File: config.mk
export PLATFORM = sky130hd
export DESIGN_NAME = bls_mul
export DESIGN_NICKNAME = d
export VERILOG_FILES = /design/src/rtl/bls_mul.sv
export SDC_FILE = /design/constraint.sdc
export NUM_CORES = 2
export LEC_CHECK = 0
export BUFFER_PORTS_ARGS = -buffer_cell sky130_fd_sc_hd__buf_2
export CAP_MARGIN = 20
export CELL_PAD_IN_SITES_DETAIL_PLACEMENT = 1
export CELL_PAD_IN_SITES_GLOBAL_PLACEMENT = 1
export CORE_ASPECT_RATIO = 1.2
export CORE_UTILIZATION = 55
export DETAILED_ROUTE_END_ITERATION = 12
export PLACE_DENSITY_LB_ADDON = 0.1
export SYNTH_ARGS = -nofsm -noshare
export SYNTH_HDL_FRONTEND = slang
export SYNTH_SLANG_ARGS = --single-unit
File: constraint.sdc
create_clock -name clk -period 12.8 [get_ports clk]
set_clock_uncertainty 0.15 [all_clocks]
set_input_delay 0.64 -clock clk [delete_from_list [all_inputs] [get_ports clk]]
set_output_delay 0.64 -clock clk [all_outputs]
set_load 0.005 [all_outputs]
File: src/rtl/bls_mul.sv
// Two-stage unsigned multiplier built from 32x32 limb products.
// Stage 1 registers the limb products, stage 2 registers their sum.
`timescale 1ns / 1ps
`default_nettype none

module bls_mul #(
  parameter int AW = 32,
  parameter int BW = 32
) (
  input  logic             clk,
  input  logic             en,
  input  logic [AW-1:0]    a,
  input  logic [BW-1:0]    b,
  output logic [AW+BW-1:0] p
);

  localparam int NA   = (AW + 31) / 32;
  localparam int NB   = (BW + 31) / 32;
  localparam int SUMW = 32 * (NA + NB);

  logic [32*NA-1:0] ax;
  logic [32*NB-1:0] bx;
  logic [63:0]      pp [NA*NB];
  logic [SUMW-1:0]  sum;

  assign ax = (32*NA)'(a);
  assign bx = (32*NB)'(b);

  always_ff @(posedge clk) begin
    if (en) begin
      for (int i = 0; i < NA; i++) begin
        for (int j = 0; j < NB; j++) begin
          pp[i*NB+j] <= 64'(ax[32*i +: 32]) * 64'(bx[32*j +: 32]);
        end
      end
    end
  end

  always_comb begin
    sum = '0;
    for (int i = 0; i < NA; i++) begin
      for (int j = 0; j < NB; j++) begin
        sum = sum + (SUMW'(pp[i*NB+j]) << (32 * (i + j)));
      end
    end
  end

  always_ff @(posedge clk) begin
    if (en) begin
      p <= sum[AW+BW-1:0];
    end
  end

endmodule

`default_nettype wire

== Word level (Yosys, flattened, before mapping) ==
Memories as Yosys holds them, arrays and structs flattened. A register that Yosys moved wholly into a read port is not among the register bits.
Index checks and enable logic that the tools add are counted.

* Bits in registers: 0
* Memories: 1
* Memory bits (writable): 64
* Input bits: 66
* Word-level logic and storage cells: 4

* Muxes and demuxes: 2
* $mul: 1

{| class="wikitable"
|+ Memory list
! memory !! words !! bits a word !! rd ports !! clocked after Yosys merged registers in !! wr ports !! RTL line !! RTL
|-
| pp || 1 || 64 || 1 || 1 || 1 || 23 || <nowiki>logic [63:0] pp [NA*NB];</nowiki>
|}

{| class="wikitable"
|+ Operator list
! cell !! count
|-
| $mul A32 B32 Y64 || 1
|-
| $mux W1 || 2
|}

== Longest topological paths before layout ==
* Word-level depth: 2
* Gate-level depth with buffers: 29

== Least setup slack after synthesis ==
No wires, ideal clock.

* Path kind: input to register
* Start: in b[9]
* End: mem pp[0][60] (data pin)
* Library setup time: 0.262 ns
* Required time: 12.388 ns
* Data arrival time: 7.699 ns
* Slack: 4.689 ns
* Path buffers: 1
* Stages: 26
* Cell sequence: clkbuf_1 nand2_1 fa_1 inv_1 fa_1 inv_1 fa_1 inv_1 fa_1 fa_1 fa_1 fa_1 inv_1 fa_1 inv_1 ha_1 and3_1 and3_2 and2_4 a2111o_1 a32oi_1 a31oi_1 a221o_1 a221oi_1 o21ai_1 xor2_1

* Word-level cells in the longest chain between the ends: 1

{| class="wikitable"
|+ RTL lines
! what !! RTL line !! RTL
|-
| from (decl) || 13 || <nowiki>input logic [BW-1:0] b,</nowiki>
|-
| $mul A32 B32 Y64 || 33 || <nowiki>pp[i*NB+j] <= 64'(ax[32*i +: 32]) * 64'(bx[32*j +: 32]);</nowiki>
|-
| to (decl) || 23 ||
|}

Every way passes these cells.

== Final worst setup path ==
* Start: in a[26]
* End: mem pp[0][60] (data pin)

* Word-level cells in the longest chain between the ends: 1

{| class="wikitable"
|+ RTL lines
! what !! RTL line !! RTL
|-
| from (decl) || 12 || <nowiki>input logic [AW-1:0] a,</nowiki>
|-
| $mul A32 B32 Y64 || 33 ||
|}

Every way passes these cells.

==> flow_metrics.env <==
export IMPL_tns_ns=0
export IMPL_drc=0
export IMPL_path_max_fanout=32
export IMPL_wl_met3_um=4650
export IMPL_routed_wl_um=115000
export IMPL_start_kind="input port"
export IMPL_hold_path_class="reg2reg"
export IMPL_status="complete, no violations"
export IMPL_grt_pass1_vias=32300
export IMPL_ys_warn_count=0
export IMPL_synth_seq_cells=128
export IMPL_cts_sinks=128
export IMPL_syn_nets=5016
export IMPL_worstPathArrival_ns=9.02
export IMPL_end_kind="register"
export IMPL_finalSetupViolCount=0
export IMPL_antenna_found_initial=5
export IMPL_grt_max_degree=78
export IMPL_core_um2=66200
export IMPL_synth_edf_count=128
export IMPL_vias=26500
export IMPL_routabilityCongestion=0.919
export IMPL_syn2layout_area_growth_pct=4.15
export IMPL_fp_dieH_um=287
export IMPL_met1Wirelength_um=38000
export IMPL_io_buffers=129
export IMPL_ant_nets=0
export IMPL_grt_usage_pct=35.4
export IMPL_synth_area_per_cell_um2=9.79
export IMPL_cts_repair_resized=0
export IMPL_firstDrtPassIters=5
export IMPL_post_cts_repair_setup_buffers=0
export IMPL_avgRoutedWirePerCell_um=24.8
export IMPL_gr_total_overflow=0
export IMPL_hpwl_um=89200
export IMPL_min_period_ns=9.00
export IMPL_cts_htree_levels=4
export IMPL_crit_top_cell="fa_1"
export IMPL_max_stage_delay_ns=0.69
export IMPL_fin_nets=4962
export IMPL_cap_violations=0
export IMPL_grt_pass1_wl_um=180000
export IMPL_final_setup_worst_slack_ns=3.80
export IMPL_maxClockFrequency_mhz=111
export IMPL_period_share_pct=70.3
export IMPL_clk_path_buf_depth=2
export IMPL_syn_inst=3791
export IMPL_drtIter0Drc=1295
export IMPL_route_met2_wl_um=62600
export IMPL_clock_latency_ns=0.42
export IMPL_drive_gt1_share_pct=5.12
export IMPL_critPathBufInv=5
export IMPL_maxSlewViolCount=0
export IMPL_synthArstFlopShare_pct=0
export IMPL_synth_ff_type="edfxtp_1"
export IMPL_regArea_um2=3840
export IMPL_final_hold_viol_count=0
export IMPL_die_area_um2=68500
export IMPL_cts_hold_buf=0
export IMPL_rsz0062_at_grt="false"
export IMPL_path_delay_family="adder cells"
export IMPL_synthDistinctLibCells=71
export IMPL_die_w_um=239
export IMPL_rows=103
export IMPL_ys_seq_area_share_pct=10.4
export IMPL_start_util_pct=56.0
export IMPL_numCtsBuffers=17
export IMPL_crit_type="in2reg"
export IMPL_worst_pin_slew_ns=0.948
export IMPL_highest_layer="met4"
export IMPL_cts_clk_slew_worst_paths_ns=0.06
export IMPL_pin_count=130
export IMPL_cp_slowest_cell="fa_1"
export IMPL_utilization_pct=58.3
export IMPL_multi_input_area_um2=29100
export IMPL_root_buffer="clkbuf_16"
export IMPL_place_ws_ns=3.49
export IMPL_cts_tree="built"
export IMPL_via_per_inst=5.70
export IMPL_crit_required_ns=12.82
export IMPL_relSlewSlack_pct=36.8
export IMPL_netlist_area_um2=37100
export IMPL_fillers=7534
-- stage by stage --
step	instances	cell area, um^2	hold slack (ns)
after floorplan	3791	37100	0.250
after global placement	4610	38100	0.253
after detailed placement	4610	38100	0.256
after CTS	4642	38600	0.270
after global routing	4646	38600	0.275
final	4647	38600	0.268
-- cell type report --
class,count,area share [%]
multi-input cells,2588,75.4
flip-flops and latches,128,9.95
inverters,861,8.36
well taps,892,2.89
repair buffers,141,1.91
clock buffers,17,1.10
clock inverters,15,0.363
diodes,5,0.0324
-- synthesized netlist by cell type (2+ instances only) --
cell type  count  share of area [%]
and3_1         8               0.13
nand2b_1       3              0.051
buf_4          4              0.081
nand3_1       10               0.13
inv_1        861                8.7
a211o_1        2              0.047
fa_1         896                 48
o21ai_0       36               0.49
nor3_1         7              0.094
nor2b_1        3              0.051
xnor2_1       35               0.83
a211oi_1       4              0.081
a21o_1        32               0.65
a21o_2         2              0.047
o31ai_1        2              0.040
a21oi_1       65               0.88
nand4_1       18               0.30
a221oi_1       2              0.047
clkbuf_8       3               0.11
o21ai_1        4              0.054
o21bai_1       9               0.18
ha_1         263                8.9
nand2_1      473                4.8
nor2_1        31               0.31
clkbuf_1     204                2.1
o21a_1         4              0.081
and2_1       599                 10
a31oi_1       15               0.25
xor2_1        27               0.64
edfxtp_1     128                 10
-- layer usage --
metal / up-vias / global-route usage (%)
met5: - / 0
met2: 869 / 65.1
met3: 460 / 4.52
met1: 14200 / 36.6
li1: 11000 / -
met4: 0 / 26.8
-- final timing paths --
path / end / start / cells past startpoint / slack, ns
worst max-delay path: pp[0][60] / a[26] / 25 / 3.80
worst min-delay path: p[38] / pp[0][38] / 0 / 0.27
worst max register to register: p[6] / pp[0][6] / 0 / 11.95
worst min register to register: p[38] / pp[0][38] / 0 / 0.27
-- layout by cell type, fill, tap and decap left out, types with 5 or more instances in the layout --
cell,netlist,final
o21bai_1,9,9
buf_2,0,128
nand3_1,10,10
clkbuf_16,0,17
nand2_1,473,473
a31oi_1,15,15
nor2_1,31,31
xnor2_1,35,35
edfxtp_1,128,128
inv_6,0,6
fa_1,896,896
diode_2,0,5
a21o_1,32,32
o21ai_0,36,36
inv_1,861,861
buf_4,4,13
a21oi_1,65,65
ha_1,263,263
nor3_1,7,7
and3_1,8,8
nand4_1,18,18
xor2_1,27,27
and2_1,599,599
-- flip-flops by register name, summed over array words and instances, names as in the netlist --
register,flops
p,64
pp,64
-- cells by family after synthesis --
kind of cell,synth area share [%]
AO/OA/AOI/OAI,3.58
XOR/XNOR,1.46
adder cells (fa/ha/maj),57.2
buffers and inverters,11.1
flip-flops,10.4
multiplexers,0.0270
AND/OR/NAND/NOR,16.2
Power is left out: the tool's default activity adds up to more than one toggle a clock period on the data nets, which glitch-free logic cannot reach.
