`config.mk`:
```
export PLATFORM = sky130hd
export DESIGN_NAME = bls_dly
export DESIGN_NICKNAME = d
export VERILOG_FILES = /design/src/rtl/bls_dly.sv
export SDC_FILE = /design/constraint.sdc
export NUM_CORES = 1
export LEC_CHECK = 0
export BUFFER_PORTS_ARGS = -buffer_cell sky130_fd_sc_hd__buf_2
export CAP_MARGIN = 20
export CORE_MARGIN = 2
export CORE_UTILIZATION = 41
export DETAILED_ROUTE_END_ITERATION = 8
export PLACE_DENSITY = 0.78
export SLEW_MARGIN = 20
export SYNTH_ARGS = -nofsm -noshare
export SYNTH_HDL_FRONTEND = slang
export SYNTH_SLANG_ARGS = --single-unit
```
`constraint.sdc`:
```
create_clock -name clk -period 0.8 [get_ports clk]
set_input_delay 0.16 -clock clk [delete_from_list [all_inputs] [get_ports clk]]
set_output_delay 0.16 -clock clk [all_outputs]
set_load 0.02 [all_outputs]
```
`src/rtl/bls_dly.sv`:
```
// Delay line for an item's valid bit and side data, matched to the latency
// of the arithmetic units it runs beside. No dependencies.
`timescale 1ns / 1ps
`default_nettype none

module bls_dly #(
  parameter int W = 8,
  parameter int L = 2
) (
  input  logic         clk,
  input  logic         rst,
  input  logic         en,
  input  logic         in_valid,
  input  logic [W-1:0] d,
  output logic         out_valid,
  output logic [W-1:0] q
);

  logic         v [L];
  logic [W-1:0] s [L];

  always_ff @(posedge clk) begin
    if (rst) begin
      for (int k = 0; k < L; k++) begin
        v[k] <= 1'b0;
      end
    end else if (en) begin
      v[0] <= in_valid;
      for (int k = 1; k < L; k++) begin
        v[k] <= v[k-1];
      end
    end
  end

  always_ff @(posedge clk) begin
    if (en) begin
      s[0] <= d;
      for (int k = 1; k < L; k++) begin
        s[k] <= s[k-1];
      end
    end
  end

  assign out_valid = v[L-1];
  assign q         = s[L-1];

endmodule

`default_nettype wire

```
# [After elaboration in Yosys (flattened, before gate mapping)]
# Memories as Yosys holds them, arrays and structs flattened.
# Index checks and enable logic that the tools add are counted.
[op_classes] n_bitwise=2 n_mux=8
[ops] operator="$mux 1" count=8
[ops] operator="$or 1x1->1" count=2
[totals] mem_count=2 elab_cells=12 out_inout_bits=9 mem_bits_rw=18 input_bits=12 regBits=0
[memory_table] name="s" words=2 word_bits=8 read_ports=2 rd_clocked_by_memory_dff=0 wr=2 line_no="20" rtl="logic [W-1:0] s [L];"
[memory_table] name="v" words=2 word_bits=1 read_ports=2 rd_clocked_by_memory_dff=0 wr=2 line_no="19" rtl="logic v [L];"

# [Logic depth before layout (Yosys ltp)]
# Gate-level depths: netlist (run 1).
[depth] depth_word=4 depth_mapped=1 mapped_depth_nobuf=1

# [Worst setup path after synthesis (run 1)]
# OpenSTA, ideal clock, no wires.
[synth_timing] kind="register to register" startpoint="mem v[0][0]" endpoint="mem v[1][0] (netlist: v[0][1]) (data pin)" period_less_slack_ps=764 stages_incl_launch_ff=2 path_slack_ps=36 path_buffers=0 setup_ps=256 arrival_ps=508 required_time_ps=544 path_cell_list="edfxtp_1 > and3b_2"
[synth_lines] element="start, declared" line_no="19"

==> results of run 1 <==
## registers in the layout, summed over array words and instances, names as in the netlist
register / count
v: 2
s: 16
## Yosys cell counts, drive strengths merged
cell type / number
edfxtp: 18
buf: 8
and3b: 2
or2: 1
## routing by layer
metal / track usage / part of all wire
met5: 0 / 0
met4: 0.0727 / 0.0056
met3: 0.0255 / 0.082
met2: 0.149 / 0.52
met1: 0.102 / 0.39
## path summary, 6_finish.rpt
check                              start        to  cells past startpoint
worst min-delay path                d[2]   s[0][2]                      1
worst max register to register   v[0][0]   v[0][1]                      1
worst max-delay path            s[0][15]      q[7]                      1
worst min register to register   s[0][5]  s[0][13]                      0
## power breakdown
group	internal (mW)	total (mW)	leakage, nW	switching (mW)
logic	0.0835	0.162	0.133	0.0787
clock network	0.181	0.420	0.0154	0.239
registers	1.12	1.13	0.178	0.0173
## timing repair
| action | 4_1_cts | 5_1_grt |
|---|---|---|
| gates cloned | 0 | 0 |
| resized for setup | 0 | 10 |
| setup endpoints to repair | 9 | 10 |
## layout make-up
type | count | share of cell area
flip-flops and latches | 18 | 0.680
multi-input cells | 3 | 0.0331
clock inverters | 1 | 0.00472
well taps | 16 | 0.0252
clock buffers | 3 | 0.0283
repair buffers | 25 | 0.228
## through the flow
stage	utilization	area [um^2]	hold WS [ps]	total power, mW
after detailed placement	0.501	737	339	1.30
after floorplan	-	627	259	1.23
after global placement	0.501	737	337	1.29
after CTS	0.519	763	37.2	1.72
after global routing	0.540	795	33.3	1.79
final	0.540	795	50.4	1.72
## layout by cell type, fill, tap and decap left out
cell type / n
buf_12: 1
clkbuf_4: 3
buf_6: 5
or2_1: 1
buf_4: 4
buf_2: 15
edfxtp_1: 18
clkinv_1: 1
and3b_2: 2
## cells by family after synthesis
kind of cell,Yosys count,synth area share
flops,18,0.862
simple gates,3,0.0419
buf+inv,8,0.0958
==> impl_metrics.env, run 1 <==
export IMPL_status="finished, violations left"
export IMPL_violations="setup timing"
export IMPL_syn_nets=41
export IMPL_die_h_um=43.1
export IMPL_finalCritPeriodShare=1.22
export IMPL_initial_utilization=0.426
export IMPL_seq_area_frac_synth=0.862
export IMPL_cp_start_kind="register"
export IMPL_avgViaCountPerCell=4.36
export IMPL_hold_buffers=0
export IMPL_cts_tree="done"
export IMPL_fp_row_count=14
export IMPL_area_growth_pct=26.7
export IMPL_crit_fanout=1
export IMPL_wl_per_cell_um=10.9
export IMPL_diodes=0
export IMPL_worstSetupEndpointType="output pin"
export IMPL_post_route_drc_count=0
export IMPL_slowest_stage="edfxtp_1"
export IMPL_final_setup_worst_slack_ps=-177
export IMPL_num_vias=288
export IMPL_cts_made_buffers=3
export IMPL_min_path_type="in -> reg"
export IMPL_dpl_cell_count=62
export IMPL_die_area_um2=1860
export IMPL_die_w_um=43.1
export IMPL_path_clk_slew_ps=90
export IMPL_synth_distinct_cells=4
export IMPL_fin_cells=66
export IMPL_grt_ovfl_total=0
export IMPL_grt_use_total=0.0929
export IMPL_drv_cap=0
export IMPL_multi_input_area_um2=26.3
export IMPL_critPathTopFamily="flip-flops"
export IMPL_cts_sinks=18
export IMPL_grt_pass1_wl_um=1150
export IMPL_ant_nets=0
export IMPL_routed_wl_um=718
export IMPL_clock_latency_ps=280
export IMPL_cp_cell_sequence="buf_6"
export IMPL_report_final_slew_viol_count=0
export IMPL_rsz0062_at_grt="yes"
export IMPL_crit_type="reg -> out"
export IMPL_crit_required_ps=640
export IMPL_synthCells=29
export IMPL_fillers=139
export IMPL_post_cts_buffers=0
export IMPL_grt_antenna_before_repair=0
export IMPL_seqCellArea_um2=541
export IMPL_pin_count=21
export IMPL_fin_skew_ps=2.39
export IMPL_globalplace_congestion=0.656
export IMPL_cts_root_buffer_cell="clkbuf_4"
export IMPL_yosys_area_top_type="edfxtp_1"
export IMPL_min_period_ps=977
export IMPL_tightest_slew_ps=155
export IMPL_r2r_slack_ps=0
export IMPL_drive_above_1_share=0.600
export IMPL_dp_worst_setup_slack_ps=-43.6
export IMPL_drt_iter0_markers=2
export IMPL_fin_setup_tns_ps=-1460
export IMPL_syn_area_per_cell_um2=21.6
export IMPL_setup_viol=9
export IMPL_grt_max_degree=11
export IMPL_drtPass1Iterations=3
export IMPL_yosysTopAreaCellShare=0.862
export IMPL_finalNetCount=63
export IMPL_yosysWarnings=0
export IMPL_relSlewSlack=0.897
export IMPL_clockBufferDepth=2
export IMPL_portBuffers=20
export IMPL_core_area_um2=1470
export IMPL_h_tree_depth=1
export IMPL_leakage_nw=0.327
export IMPL_hpwl_um=601
export IMPL_slowest_delay_ps=400
export IMPL_peakVddDrop_uv=1050
export IMPL_syn_area_um2=627
export IMPL_cp_arrival_ps=820
export IMPL_fmax_mhz=1020
export IMPL_ys_top_cells_by_area="edfxtp_1, buf_4, and3b_2"
export IMPL_p_per_area_nw_per_um2=2160
export IMPL_crit_buf_inv=1
export IMPL_synth_seq_cells=18
export IMPL_grt_pass1_vias=272
export IMPL_finalHoldViolCount=0
Note: power is estimated with default switching activity, not from simulation.
==> run 2: changes to the inputs <==
--- a/config.mk
+++ b/config.mk
@@ -5,13 +5,14 @@
 export SDC_FILE = /design/constraint.sdc
 export NUM_CORES = 1
 export LEC_CHECK = 0
+export ABC_AREA = 1
 export BUFFER_PORTS_ARGS = -buffer_cell sky130_fd_sc_hd__buf_2
 export CAP_MARGIN = 20
 export CORE_MARGIN = 2
 export CORE_UTILIZATION = 41
 export DETAILED_ROUTE_END_ITERATION = 8
 export PLACE_DENSITY = 0.78
-export SLEW_MARGIN = 20
+export SLEW_MARGIN = 0
 export SYNTH_ARGS = -nofsm -noshare
 export SYNTH_HDL_FRONTEND = slang
 export SYNTH_SLANG_ARGS = --single-unit
==> impl_metrics.env, run 2 <==
export IMPL_yosysTopAreaCellShare=0.859
export IMPL_grt_use_total=0.100
export IMPL_num_vias=290
export IMPL_path_clk_slew_ps=100
export IMPL_synth_most_common_cell="edfxtp_1"
export IMPL_clockBufferDepth=2
export IMPL_yosysWarnings=0
export IMPL_hold_buffers=0
export IMPL_drv_cap=0
export IMPL_grt_pass1_vias=310
export IMPL_crit_fanout=1
export IMPL_synth_distinct_cells=6
export IMPL_crit_type="reg -> out"
export IMPL_synth_edf_count=18
export IMPL_power_switching_uw=349
export IMPL_grt_antenna_before_repair=0
export IMPL_power_frac_clock=0.248
export IMPL_grt_ovfl_total=0
export IMPL_finalHoldViolCount=0
export IMPL_final_setup_worst_slack_ps=-203
export IMPL_top_register="s"
export IMPL_die_w_um=43.2
export IMPL_seq_power_share=0.658
export IMPL_violations="setup timing"
export IMPL_wl_per_cell_um=11.6
export IMPL_routed_wl_um=778
export IMPL_syn_nets=45
export IMPL_crit_buf_inv=1
export IMPL_min_path_type="in -> reg"
export IMPL_largest_reg_flops=16
export IMPL_diodes=0
export IMPL_use_met3=0.0426
export IMPL_initial_utilization=0.428
export IMPL_reg_top3="s (16), v (2)"
export IMPL_fin_total_pwr_mw=1.73
export IMPL_cts_sinks=18
export IMPL_fmax_mhz=997
export IMPL_synthTopCellsByCount="edfxtp_1, buf_4, inv_1, nor2_1"
export IMPL_finalCritPeriodShare=1.25
export IMPL_post_cts_buffers=0
export IMPL_ant_nets=0
export IMPL_mostFrequentLayoutCells="edfxtp_1, buf_2, buf_6"
export IMPL_leakage_nw=0.326
export IMPL_grt_use_met1=0.0829
export IMPL_area_growth_pct=26.0
export IMPL_fillers=133
export IMPL_grtUsageMet2=0.182
export IMPL_ys_flop_type="edfxtp_1"
export IMPL_cp_start_kind="register"
export IMPL_relSlewSlack=0.902
export IMPL_cp_arrival_ps=840
export IMPL_core_area_um2=1470
export IMPL_drt_iter0_markers=6
export IMPL_cts_made_buffers=3
export IMPL_timing_rr_end="v[0][1]"
export IMPL_worstSetupEndpointType="output pin"
export IMPL_grt_pass1_wl_um=1230
export IMPL_fin_setup_tns_ps=-1580
export IMPL_fin_skew_ps=6.55
export IMPL_report_final_slew_viol_count=0
export IMPL_hold_path_depth=1
export IMPL_min_period_ps=1000
export IMPL_status="finished, violations left"
export IMPL_p_per_area_nw_per_um2=2180
export IMPL_seq_area_frac_synth=0.859
export IMPL_avgViaCountPerCell=4.33
export IMPL_r2r_start="v[0][0]"
export IMPL_grt_max_degree=11
export IMPL_yosys_area_top_type="edfxtp_1"
export IMPL_r2r_slack_ps=100
export IMPL_comb_power_share=0.094
export IMPL_die_h_um=43.2
export IMPL_slowest_stage="edfxtp_1"
export IMPL_post_route_drc_count=0
export IMPL_peakVddDrop_uv=1070
export IMPL_tightest_slew_ps=147
export IMPL_async_flop_share=0
export IMPL_clock_latency_ps=280
export IMPL_drive_above_1_share=0.490
export IMPL_hold_path_startpoint="d[5]"
export IMPL_h_tree_depth=1
export IMPL_syn_area_per_cell_um2=19.1
export IMPL_cts_root_buffer_cell="clkbuf_4"
export IMPL_globalplace_congestion=0.579
export IMPL_busiest_layer="met2"
export IMPL_setup_viol=9
export IMPL_slowest_delay_ps=410
export IMPL_cp_cell_sequence="buf_6"
export IMPL_worst_hold_path_endpoint="s[0][5]"
export IMPL_die_area_um2=1860
export IMPL_portBuffers=20
export IMPL_ys_top_cells_by_area="edfxtp_1, buf_4, inv_1"
export IMPL_critPathTopFamily="flip-flops"
export IMPL_synth_seq_cells=18
export IMPL_rsz0062_at_grt="yes"
export IMPL_rr_worst_depth=2
export IMPL_synthCells=33
export IMPL_fp_row_count=14
export IMPL_finalNetCount=64
export IMPL_final_common_cell="edfxtp_1"
export IMPL_syn_area_um2=629
export IMPL_utilization=0.539
export IMPL_swShare=0.202
export IMPL_drtPass1Iterations=4
export IMPL_internal_power_mw=1.38
export IMPL_crit_required_ps=640
export IMPL_cts_tree="done"
export IMPL_pin_count=21
[run 2: final cells by class]
cell class / instances / area, um^2 / share of cell area
Sequential cell: 18 / 541 / 0.681
Timing Repair Buffer: 22 / 178 / 0.224
Clock buffer: 3 / 22.5 / 0.0284
Tap cell: 16 / 20.0 / 0.0252
Multi-Input combinational cell: 4 / 17.5 / 0.0221
Inverter: 3 / 11.3 / 0.0142
Clock inverter: 1 / 3.75 / 0.00473
[run 2: kinds of logic after synthesis]
group | Yosys count | synth area share
flops | 18 | 0.859
buf+inv | 11 | 0.113
simple gates | 4 | 0.0278
[run 2: worst max-delay path by stage]
stage / to / slack (ps) / startpoint / depth (start not counted)
after global routing: q[4] / -240 / s[0][12] / 1
after floorplan: v[0][1] / 130 / v[0][0] / 2
after CTS: q[4] / -220 / s[0][12] / 1
after detailed placement: v[0][1] / -30 / en / 2
after global placement: v[0][1] / -20 / en / 2
final: q[4] / -200 / s[0][12] / 1
[run 2: layer usage]
metal | wire (um) | vias up | part of all wire
met5 | 0 | - | 0
met4 | 7 | 0 | 0.0090
met3 | 79 | 2 | 0.10
met2 | 424 | 16 | 0.54
met1 | 267 | 129 | 0.34
li1 | - | 143 | -
[run 2: stage by stage]
| step | std cells | area (um^2) | setup slack, ps | hold WS [ps] |
|---|---|---|---|---|
| after floorplan | 33 | 629 | 134 | 259 |
| final | 67 | 793 | -203 | 48.9 |
| after CTS | 67 | 756 | -222 | 42.4 |
| after global placement | 63 | 729 | -19.7 | 337 |
| after global routing | 67 | 793 | -244 | 29.5 |
| after detailed placement | 63 | 729 | -32.5 | 339 |
[run 2: power by group through the flow]
stage	logic, mW	clock network, mW	registers, mW
2_1_floorplan	0.0810	0	1.15
3_3_place_gp	0.139	0	1.15
3_5_place_dp	0.142	0	1.16
4_1_cts	0.142	0.440	1.14
5_1_grt	0.172	0.473	1.15
6_report	0.162	0.429	1.14
[run 2: timing repair]
action                     in CTS  in global routing
resized for setup               0                 12
cloned                          0                  0
setup endpoints to repair       9                  9
